`src/dlle_pkg.sv`:
```
package dlle_pkg;

  localparam int CMD_W    = 3;
  localparam int VALUE_W  = 32;
  localparam int HANDLE_W = 8;
  localparam int STATUS_W = 2;

  typedef enum logic [CMD_W-1:0] {
    CMD_PUSH_FRONT = 3'd0,
    CMD_PUSH_BACK  = 3'd1,
    CMD_POP_FRONT  = 3'd2,
    CMD_POP_BACK   = 3'd3,
    CMD_SEARCH     = 3'd4,
    CMD_DELETE     = 3'd5
  } cmd_t;

  localparam logic [STATUS_W-1:0] ST_OK      = 2'd0;
  localparam logic [STATUS_W-1:0] ST_EMPTY   = 2'd1;
  localparam logic [STATUS_W-1:0] ST_FULL    = 2'd2;
  localparam logic [STATUS_W-1:0] ST_BAD_HND = 2'd3;

  // result kinds: plain/status, search hit, search miss
  localparam logic [1:0] RES_PLAIN = 2'd0;
  localparam logic [1:0] RES_HIT   = 2'd1;
  localparam logic [1:0] RES_MISS  = 2'd2;

  // controller -> datapath
  typedef struct packed {
    logic capture;    // latch input transaction
    logic rd_node;    // read links/value of target node (cur)
    logic walk_start; // load cur from target node (head on search)
    logic walk_step;  // search: advance cur to next link
    logic push_exec;  // perform push writes
    logic drop_exec;  // perform unlink writes
    logic res_load;   // latch result fields
  } dlle_cmd_t;

  // datapath -> controller
  typedef struct packed {
    logic [CMD_W-1:0] cmd;
    logic list_empty;
    logic pool_full;
    logic hnd_bad;
    logic cur_nil;
    logic cur_match;
  } dlle_stat_t;

endpackage

```
`src/dlle_ctrl.sv`:
```
module dlle_ctrl (
  input  logic                clk,
  input  logic                rst,
  input  logic                in_valid,
  output logic                in_ready,
  output logic                out_valid,
  input  logic                out_ready,
  input  dlle_pkg::dlle_stat_t st,
  output dlle_pkg::dlle_cmd_t  ctl,
  output logic [1:0]          res_kind
);
  import dlle_pkg::*;

  typedef enum logic [4:0] {
    S_IDLE = 5'b00001,
    S_READ = 5'b00010,
    S_EXEC = 5'b00100,
    S_WALK = 5'b01000,
    S_DONE = 5'b10000
  } state_t;

  state_t state, state_next;
  logic   res_pend;   // result register full

  // next state and datapath commands
  always_comb begin
    ctl        = '0;
    res_kind   = RES_PLAIN;
    state_next = state;
    in_ready   = (state == S_IDLE) && !res_pend;
    case (state)
      S_IDLE: begin
        if (in_valid && in_ready) begin
          ctl.capture = 1'b1;
          state_next  = S_READ;
        end
      end
      S_READ: begin
        // node memory read of target (pop/delete) or head (search)
        ctl.rd_node    = 1'b1;
        ctl.walk_start = 1'b1;
        state_next     = (st.cmd == CMD_SEARCH) ? S_WALK : S_EXEC;
      end
      S_EXEC: begin
        ctl.res_load = 1'b1;
        case (st.cmd)
          CMD_PUSH_FRONT, CMD_PUSH_BACK: ctl.push_exec = !st.pool_full;
          CMD_POP_FRONT, CMD_POP_BACK:   ctl.drop_exec = !st.list_empty;
          CMD_DELETE: ctl.drop_exec = !st.list_empty && !st.hnd_bad;
          default: ;
        endcase
        state_next = S_DONE;
      end
      S_WALK: begin
        if (st.cur_nil) begin
          ctl.res_load = 1'b1;
          res_kind     = RES_MISS;
          state_next   = S_DONE;
        end else if (st.cur_match) begin
          ctl.res_load = 1'b1;
          res_kind     = RES_HIT;
          state_next   = S_DONE;
        end else begin
          ctl.walk_step = 1'b1;
        end
      end
      S_DONE: state_next = S_IDLE;
      default: state_next = S_IDLE;
    endcase
  end

  always_ff @(posedge clk) begin
    if (rst) begin
      state    <= S_IDLE;
      res_pend <= 1'b0;
    end else begin
      state <= state_next;
      if (ctl.res_load) res_pend <= 1'b1;
      else if (out_ready) res_pend <= 1'b0;
    end
  end

  assign out_valid = res_pend;

endmodule

```
`config.mk`:
```
export PLATFORM = sky130hd
export DESIGN_NAME = dlle_ctrl
export DESIGN_NICKNAME = d
export VERILOG_FILES = /design/src/dlle_pkg.sv /design/src/dlle_ctrl.sv
export SDC_FILE = /design/constraint.sdc
export NUM_CORES = 1
export LEC_CHECK = 0
export ABC_AREA = 1
export BUFFER_PORTS_ARGS = -buffer_cell sky130_fd_sc_hd__buf_2
export CORE_AREA = 2 2 39 41
export CTS_CLUSTER_SIZE = 28
export DETAILED_ROUTE_END_ITERATION = 12
export DIE_AREA = 0 0 41 43
export GPL_TIMING_DRIVEN = 0
export MAX_ROUTING_LAYER = met4
export PLACE_DENSITY_LB_ADDON = 0.25
export RECOVER_POWER = 25
export SYNTH_ARGS = -nofsm -noshare
export SYNTH_HDL_FRONTEND = slang
export SYNTH_SLANG_ARGS = --single-unit
export TNS_END_PERCENT = 5
```
`constraint.sdc`:
```
create_clock -name clk -period 2.4 [get_ports clk]
set_input_delay 0.36 -clock clk [delete_from_list [all_inputs] [get_ports clk]]
set_output_delay 0.36 -clock clk [all_outputs]
set_load 0.02 [all_outputs]
```
After elaboration in Yosys (flattened, before gate mapping):

Index checks and enable logic that the tools add are counted.

* flip-flop bits (word level): 6
* logic and storage cells: 47
* bits of input ports: 12
* output and inout bits: 11

* mux-type cells: 22
* equality and inequality tests: 11
* reductions and logical operators: 12

Operator list (number)
* 5-bit case mux with 4 select lines: 1
* 5-bit two-way mux: 3
* 1-bit two-way mux: 11
* 2-bit two-way mux: 4
* 3-bit by 2-bit equality test with 1-bit output (second input constant): 2
* 3-bit equality test (second input constant): 2
* 5-bit by 1-bit equality test with 1-bit output (second input constant): 1
* 5-bit by 2-bit equality test with 1-bit output (second input constant): 1
* 5-bit by 3-bit equality test with 1-bit output (second input constant): 1
* 5-bit by 4-bit equality test with 1-bit output (second input constant): 1
* 1-bit logical NOT: 4
* 4-bit two-way mux: 1
* 1-bit case mux with 2 select lines: 2
* 2-bit OR reduction: 2
* 3-bit by 1-bit equality test with 1-bit output (second input constant): 1
* 1-bit logical AND: 3
* 3-bit logical NOT: 1
* 3-bit inequality test (second input constant): 1
* 2-bit by 1-bit inequality test with 1-bit output (second input constant): 1
* 2-bit AND reduction: 1
* 2-bit nonzero test: 1

Logic depth before layout (Yosys ltp):

Gate-level depths: netlist (run 1).

* word-level depth: 5
* gate-level depth with buffers: 7
* mapped depth without buffers: 7

Worst setup path after synthesis (run 1):

OpenSTA, ideal clock, no wires.

* kind: register -> output
* start: reg state[0]
* end: out ctl[1] (netlist name)
* setup slack: 0.693 ns
* cell stages (with the launch flop): 4
* arrival time: 1.347 ns
* cells stage by stage: dfxtp_1 -> nor2_2 -> nand4_1 -> nor4_1

RTL lines
* start: declaration: line dlle_ctrl.sv:22 `state_t state, state_next;`
* start signal: assignment: line dlle_ctrl.sv:77 `state <= state_next;`
* end: declaration: line dlle_ctrl.sv:9 `output dlle_pkg::dlle_cmd_t ctl,`

==> metrics.csv, run 1 <==
metric,value,unit
routed wire length per instance,8.792,um
status,"complete, no violations",
DR DRC count,0,
HPWL after DPL,753.5,um
RSZ-0062 raised after global routing,false,
"CP delay by family, top",simple AND/OR/NAND/NOR gates,
Worst-Skew Late Latency,0.25,ns
CP Cell Sequence,"nor2_1, nand4_1, nor4_1, buf_2",
CP bufs+invs,1,
startpoint types,register,
final hold slack,0.3266,ns
Post-Route WL,888,um
Site Rows,14,
total negative slack,0,ns
Max Freq,0.5323,GHz
die area,1763,um^2
CP arrival,1.52,ns
"setup slack, reg-to-reg",1.22,ns
postcts setup bufs,0,
clock slew seen by the registers of the worst setup and hold paths,0.05,ns
Synth warnings,0,
Adder-Cell Fraction of Synth Area,0,%
htree depth,1,
core area,1384,um^2
I/O pin total,23,
"Top FF cell, synth",dfxtp_1,
VDD IR max,0.0003046,V
LEAKAGE,0.3334,nW
Via density,4.426,
mux cell area share after synthesis,0,%
Simple-Gate Fraction of Synth Area,49.34,%
drt pass-1 iters,4,
IO buf count,22,
power density cells,612.3,nW/um^2
first-pass GRT wire length,1524,um
Placer Congestion,0.8155,
Die Wd,41,um
FF-to-FF Start,state[0]$_SDFFE_PP1P_,
top-area cell type share of the netlist area,31.79,%
syn_area_per_cell,6.298,um^2
Synth Area in XOR/XNOR,0,%
FILL cells,175,
Max Cap Viol,0,
Setup crit end kind,output port,
most frequent cell after synthesis,inv_1,
number of global-route vias before repair,397,
Worst Setup EP,ctl[2],
# resized after CTS,0,
register area share after synthesis,31.79,%
Final period util,78.28,%
worst slew pin tran,0.2989,ns
initial antenna violation count,0,
largest net degree at the start of global routing,7,
root buffer cell,clkbuf_4,
#FFs+latches synth,6,
GRT Util Overall,13.93,%
largest family of logic cells by synthesized area,simple AND/OR/NAND/NOR gates,
Area growth syn-to-layout,39.40,%
CTS Buf Count,3,
Starting Density,27.31,%
Slew Limit Fails,0,
FF-to-FF path depth,4,
Post-synth EDFFs,0,
Netlist cell types,14,
fin crit period,1.879,ns
final setup vio count,0,
clk sinks,6,
Worst slew margin,79.92,%
Critical Path RT,2.04,ns
max incr delay on CP,0.33,ns
register area,120.1,um^2
main area contributors after synthesis,"dfxtp_1 32%, inv_1 13%, nand2_1 9.9%, nor2_1 9.9%, nor2_2 6.6%",
reg2reg end,state[0]$_SDFFE_PP1P_,
DIE HEIGHT,43,um
DP Worst Slack,0.8241,ns
Post-synth top cells,"13 x inv_1, 10 x nand2_1, 10 x nor2_1",
Post-synth ARST share,0,%
slowest cell on the critical path,dfxtp_1,
WHS Path Cells,2,
antenna cells,0,
synthesized instance count,60,
Synth area leader,dfxtp_1,
gr ovfl total,0,
slack of the critical path,0.5213,ns
fraction of layout cells with a size suffix above 1,36.47,%
hold_buf cts,0,
worst clock skew,0.006733,ns
compound-gate portion of the synthesized area,3.974,%
Setup crit start,state[0]$_SDFFE_PP1P_,
vias post-DR,447,
worst hold path type,in2reg,
DR iter-0 viols,12,
area of the multi-input gates,198.9,um^2
Worst path depth,4,
post-route ant nets,0,
Post-Syn Nets,72,
CTS tree,built,
Final Hold Viols,0,
crit path kind,reg2out,
"Max FO, Critical Path",6,
synthesized cell area,377.9,um^2
clock tree buffer depth,2,
final net count,99,
[cells in the final DEF, fill, tap and decap left out, drive strengths merged]
cell type | netlist | routed
a21oi | 2 | 2
buf | 1 | 22
clkbuf | 0 | 4
dfxtp | 6 | 6
inv | 13 | 13
nand2 | 10 | 10
nand3 | 5 | 5
nand4 | 3 | 3
nor2 | 14 | 14
nor3 | 1 | 1
nor4 | 3 | 3
o21ai | 1 | 1
or2 | 1 | 1
[report_power, final]
group / leakage, nW / switching [mW] / total [mW] / internal [mW]
clock network: 0.0138 / 0.0373 / 0.0939 / 0.0566
logic: 0.271 / 0.0696 / 0.111 / 0.0418
registers: 0.0490 / 0.00732 / 0.117 / 0.110
total: 0.333 / 0.114 / 0.323 / 0.208
[flip-flops by register name, summed over array words and instances, names as in the netlist]
register   cells
state          5
out_valid      1
[worst reg2reg max path, cell delays in order, from the launching register on]
cell     delay, ns
dfxtp_1       0.33
nor2_1        0.22
nand4_1       0.28
nand3_1       0.17
nand3_1       0.07
[how the worst min path moves through the flow]
stage | end | start | slack, ns
after floorplan | state[4]$_SDFFE_PP0P_ | rst | 0.43
after global placement | state[2]$_SDFFE_PP0P_ | state[1]$_SDFFE_PP0P_ | 0.52
after detailed placement | state[2]$_SDFFE_PP0P_ | state[1]$_SDFFE_PP0P_ | 0.52
after CTS | state[4]$_SDFFE_PP0P_ | rst | 0.32
after global routing | state[4]$_SDFFE_PP0P_ | rst | 0.34
final | state[4]$_SDFFE_PP0P_ | rst | 0.33
[cell families (layout without fill, tap and decap cells)]
kind of cell,count (synthesis),after routing
compound gates,3,3
buf+inv,14,39
flops,6,6
simple gates,37,37
[layer usage]
layer  track usage, %  part of all wire (%)
met5                -                     0
met4            12.00                   1.0
met3            4.712                   8.9
met2            16.88                    46
met1            17.53                    44
[through the flow]
step           cell area, um^2  std cells  util, %  power, mW
5_1_grt                  526.8        101    38.07     0.3533
6_report                 526.8        101    38.07     0.3225
4_1_cts                  530.5        101    38.34     0.3314
3_5_place_dp             508.0         98    36.71     0.2335
2_1_floorplan            377.9         60        -     0.1990
3_3_place_gp             508.0         98    36.71     0.2328
[area by class of cell]
cell class	instances	share of cell area, %
clock buffer	3	4.276
buffer	1	1.425
timing repair buffer	22	20.67
tap	16	3.800
inverter	13	9.264
sequential	6	22.80
multi-input combinational	40	37.77
(Power assumes the default switching activity.)
==> inputs of run 2 (changes only) <==
Clock period 2.4 ns to 1.75 ns, I/O delays scaled along.
==> metrics.csv, run 2 (synthesis gave the netlist of run 1 again) <==
metric,value,unit,change
crit path kind,reg2out,,
CP bufs+invs,1,,unchanged
Final period util,93.10,%,
Setup crit end kind,output port,,
met1 Track Usage GR,17.53,%,unchanged
FILL cells,174,,-0.57%
gr ovfl total,0,,unchanged
Area after DPL,508.0,um^2,unchanged
number of global-route vias before repair,398,,+0.25%
worst clock skew,0.006428,ns,-0.0003049 ns
Worst-Skew Late Latency,0.25,ns,about the same
GRT Util Overall,13.93,%,unchanged
most frequent cells in the layout,"21 x buf_2, 13 x inv_1, 10 x nor2_1, 10 x nand2_1, 6 x dfxtp_1",,
IO buf count,22,,unchanged
Largest Register,state,,
die area,1763,um^2,unchanged
switching pwr,0.1586,mW,+39%
slowest cell on the critical path,dfxtp_1,,
Setup crit start,state[0]$_SDFFE_PP1P_,,
clk sinks,6,,unchanged
post-layout util,38.79,%,+0.72 points
CP Cell Sequence,"nor2_2, nand4_1, nor4_1, buf_2",,
clock tree buffer depth,2,,unchanged
CTS tree,built,,
clock slew seen by the registers of the worst setup and hold paths,0.05,ns,about the same
Top Usage Layer GRT,met1,,
worst hold path type,in2reg,,
Die Wd,41,um,unchanged
core area,1384,um^2,unchanged
post-route ant nets,0,,unchanged
Placer Congestion,0.8155,,unchanged
met3 usage,4.712,%,unchanged
worst slew pin tran,0.2960,ns,-0.002866 ns
routed wire length per instance,8.853,um,+0.69%
hold_buf cts,0,,unchanged
antenna cells,0,,unchanged
vias post-DR,446,,-0.22%
DIE HEIGHT,43,um,unchanged
I/O pin total,23,,unchanged
"commonest non-fill, non-tap cell in the layout",buf_2,,
Final Hold Viols,0,,unchanged
total power,0.4455,mW,+38%
met2 Use GR,16.88,%,unchanged
Area growth syn-to-layout,42.05,%,
Switching Fraction,35.59,%,+0.17 points
DR iter-0 viols,10,,-2
final setup vio count,0,,unchanged
# resized after CTS,0,,unchanged
VDD IR max,0.0004200,V,+38%
cell internal pwr,0.2869,mW,+38%
"CP delay by family, top",simple AND/OR/NAND/NOR gates,,
"Design Area, Final",536.8,um^2,+1.9%
total negative slack,0,ns,unchanged
Post-Route WL,903,um,+1.7%
DR DRC count,0,,unchanged
final net count,100,,+1.0%
CTS Buf Count,3,,unchanged
power density cells,829.9,nW/um^2,+36%
Via density,4.373,,-1.2%
Max Freq,0.6138,GHz,
CP arrival,1.37,ns,-0.15 ns
hold_sp,rst,,
largest net degree at the start of global routing,6,,-1
initial antenna violation count,0,,unchanged
final hold slack,0.2310,ns,-0.09555 ns
RSZ-0062 raised after global routing,true,,
fin crit period,1.629,ns,
Slew Limit Fails,0,,unchanged
HPWL after DPL,753.5,um,unchanged
max incr delay on CP,0.34,ns,about the same
startpoint types,register,,
Starting Density,27.31,%,unchanged
"Max FO, Critical Path",4,,-2
Max Cap Viol,0,,unchanged
Worst slew margin,80.11,%,+0.19 points
status,"complete, no violations",,
htree depth,1,,unchanged
root buffer cell,clkbuf_4,,
Site Rows,14,,unchanged
fraction of layout cells with a size suffix above 1,38.37,%,+1.9 points
drt pass-1 iters,2,,-2
LEAKAGE,0.3374,nW,+1.2%
max FFs per register,5,,unchanged
register share of total power,36.4,%,about the same
Critical Path RT,1.49,ns,-0.55 ns
first-pass GRT wire length,1524,um,unchanged
Gate power share,34.6,%,about the same
FF-to-FF Start,state[0]$_SDFFE_PP1P_,,
clock power share,29.0,%,about the same
-- run 2: cell types whose count changed in the layout (fill, tap and decap cells not counted), sizes merged --
| cell | previous run | this run |
|---|---|---|
| buf | 22 | 23 |
-- run 2: stage by stage --
step | setup WS (ns) | instances
after floorplan | 0.1401 | 60
after global routing | -0.09727 | 102
after CTS | 0.1070 | 102
final | 0.1208 | 102
after detailed placement | 0.2716 | 98
after global placement | 0.2790 | 98
-- run 2: cell type report --
cell class                      instances  area [um^2]  share of cell area, %
Multi-Input combinational cell         40        201.4                  37.53
Tap cell                               16        20.02                  3.730
Clock buffer                            3        22.52                  4.196
Sequential cell                         6        120.1                  22.38
Timing Repair Buffer                   23        116.4                  21.68
Buffer                                  1        7.507                  1.399
Inverter                               13        48.80                  9.091
-- run 2: worst paths after layout --
check        slack, ns  cells past startpoint               endpoint
min               0.23                      2  state[4]$_SDFFE_PP0P_
max reg2reg       0.59                      5  state[0]$_SDFFE_PP1P_
max               0.12                      4                 ctl[2]
min reg2reg       0.53                      2  state[2]$_SDFFE_PP0P_
-- run 2: what timing repair did --
item | in CTS | in global routing
endpoints found under the setup margin | 1 | 2
setup buffers | 1 | 0
pin swaps | 1 | 0
-- run 2: power by group through the flow --
stage / clock [mW] / combinational [mW] / sequential (mW)
after floorplan: 0 / 0.110 / 0.163
after global placement: 0 / 0.155 / 0.165
after detailed placement: 0 / 0.156 / 0.165
after CTS: 0.136 / 0.157 / 0.162
after global routing: 0.144 / 0.178 / 0.164
final: 0.129 / 0.154 / 0.162
-- run 2: metal layers --
| layer | up-vias | wire length [um] | share of wire [%] |
|---|---|---|---|
| met4 | 0 | 9 | 1.0 |
| met5 | - | 0 | 0 |
| li1 | 244 | - | - |
| met3 | 2 | 63 | 7.0 |
| met2 | 16 | 414 | 46 |
| met1 | 184 | 416 | 46 |
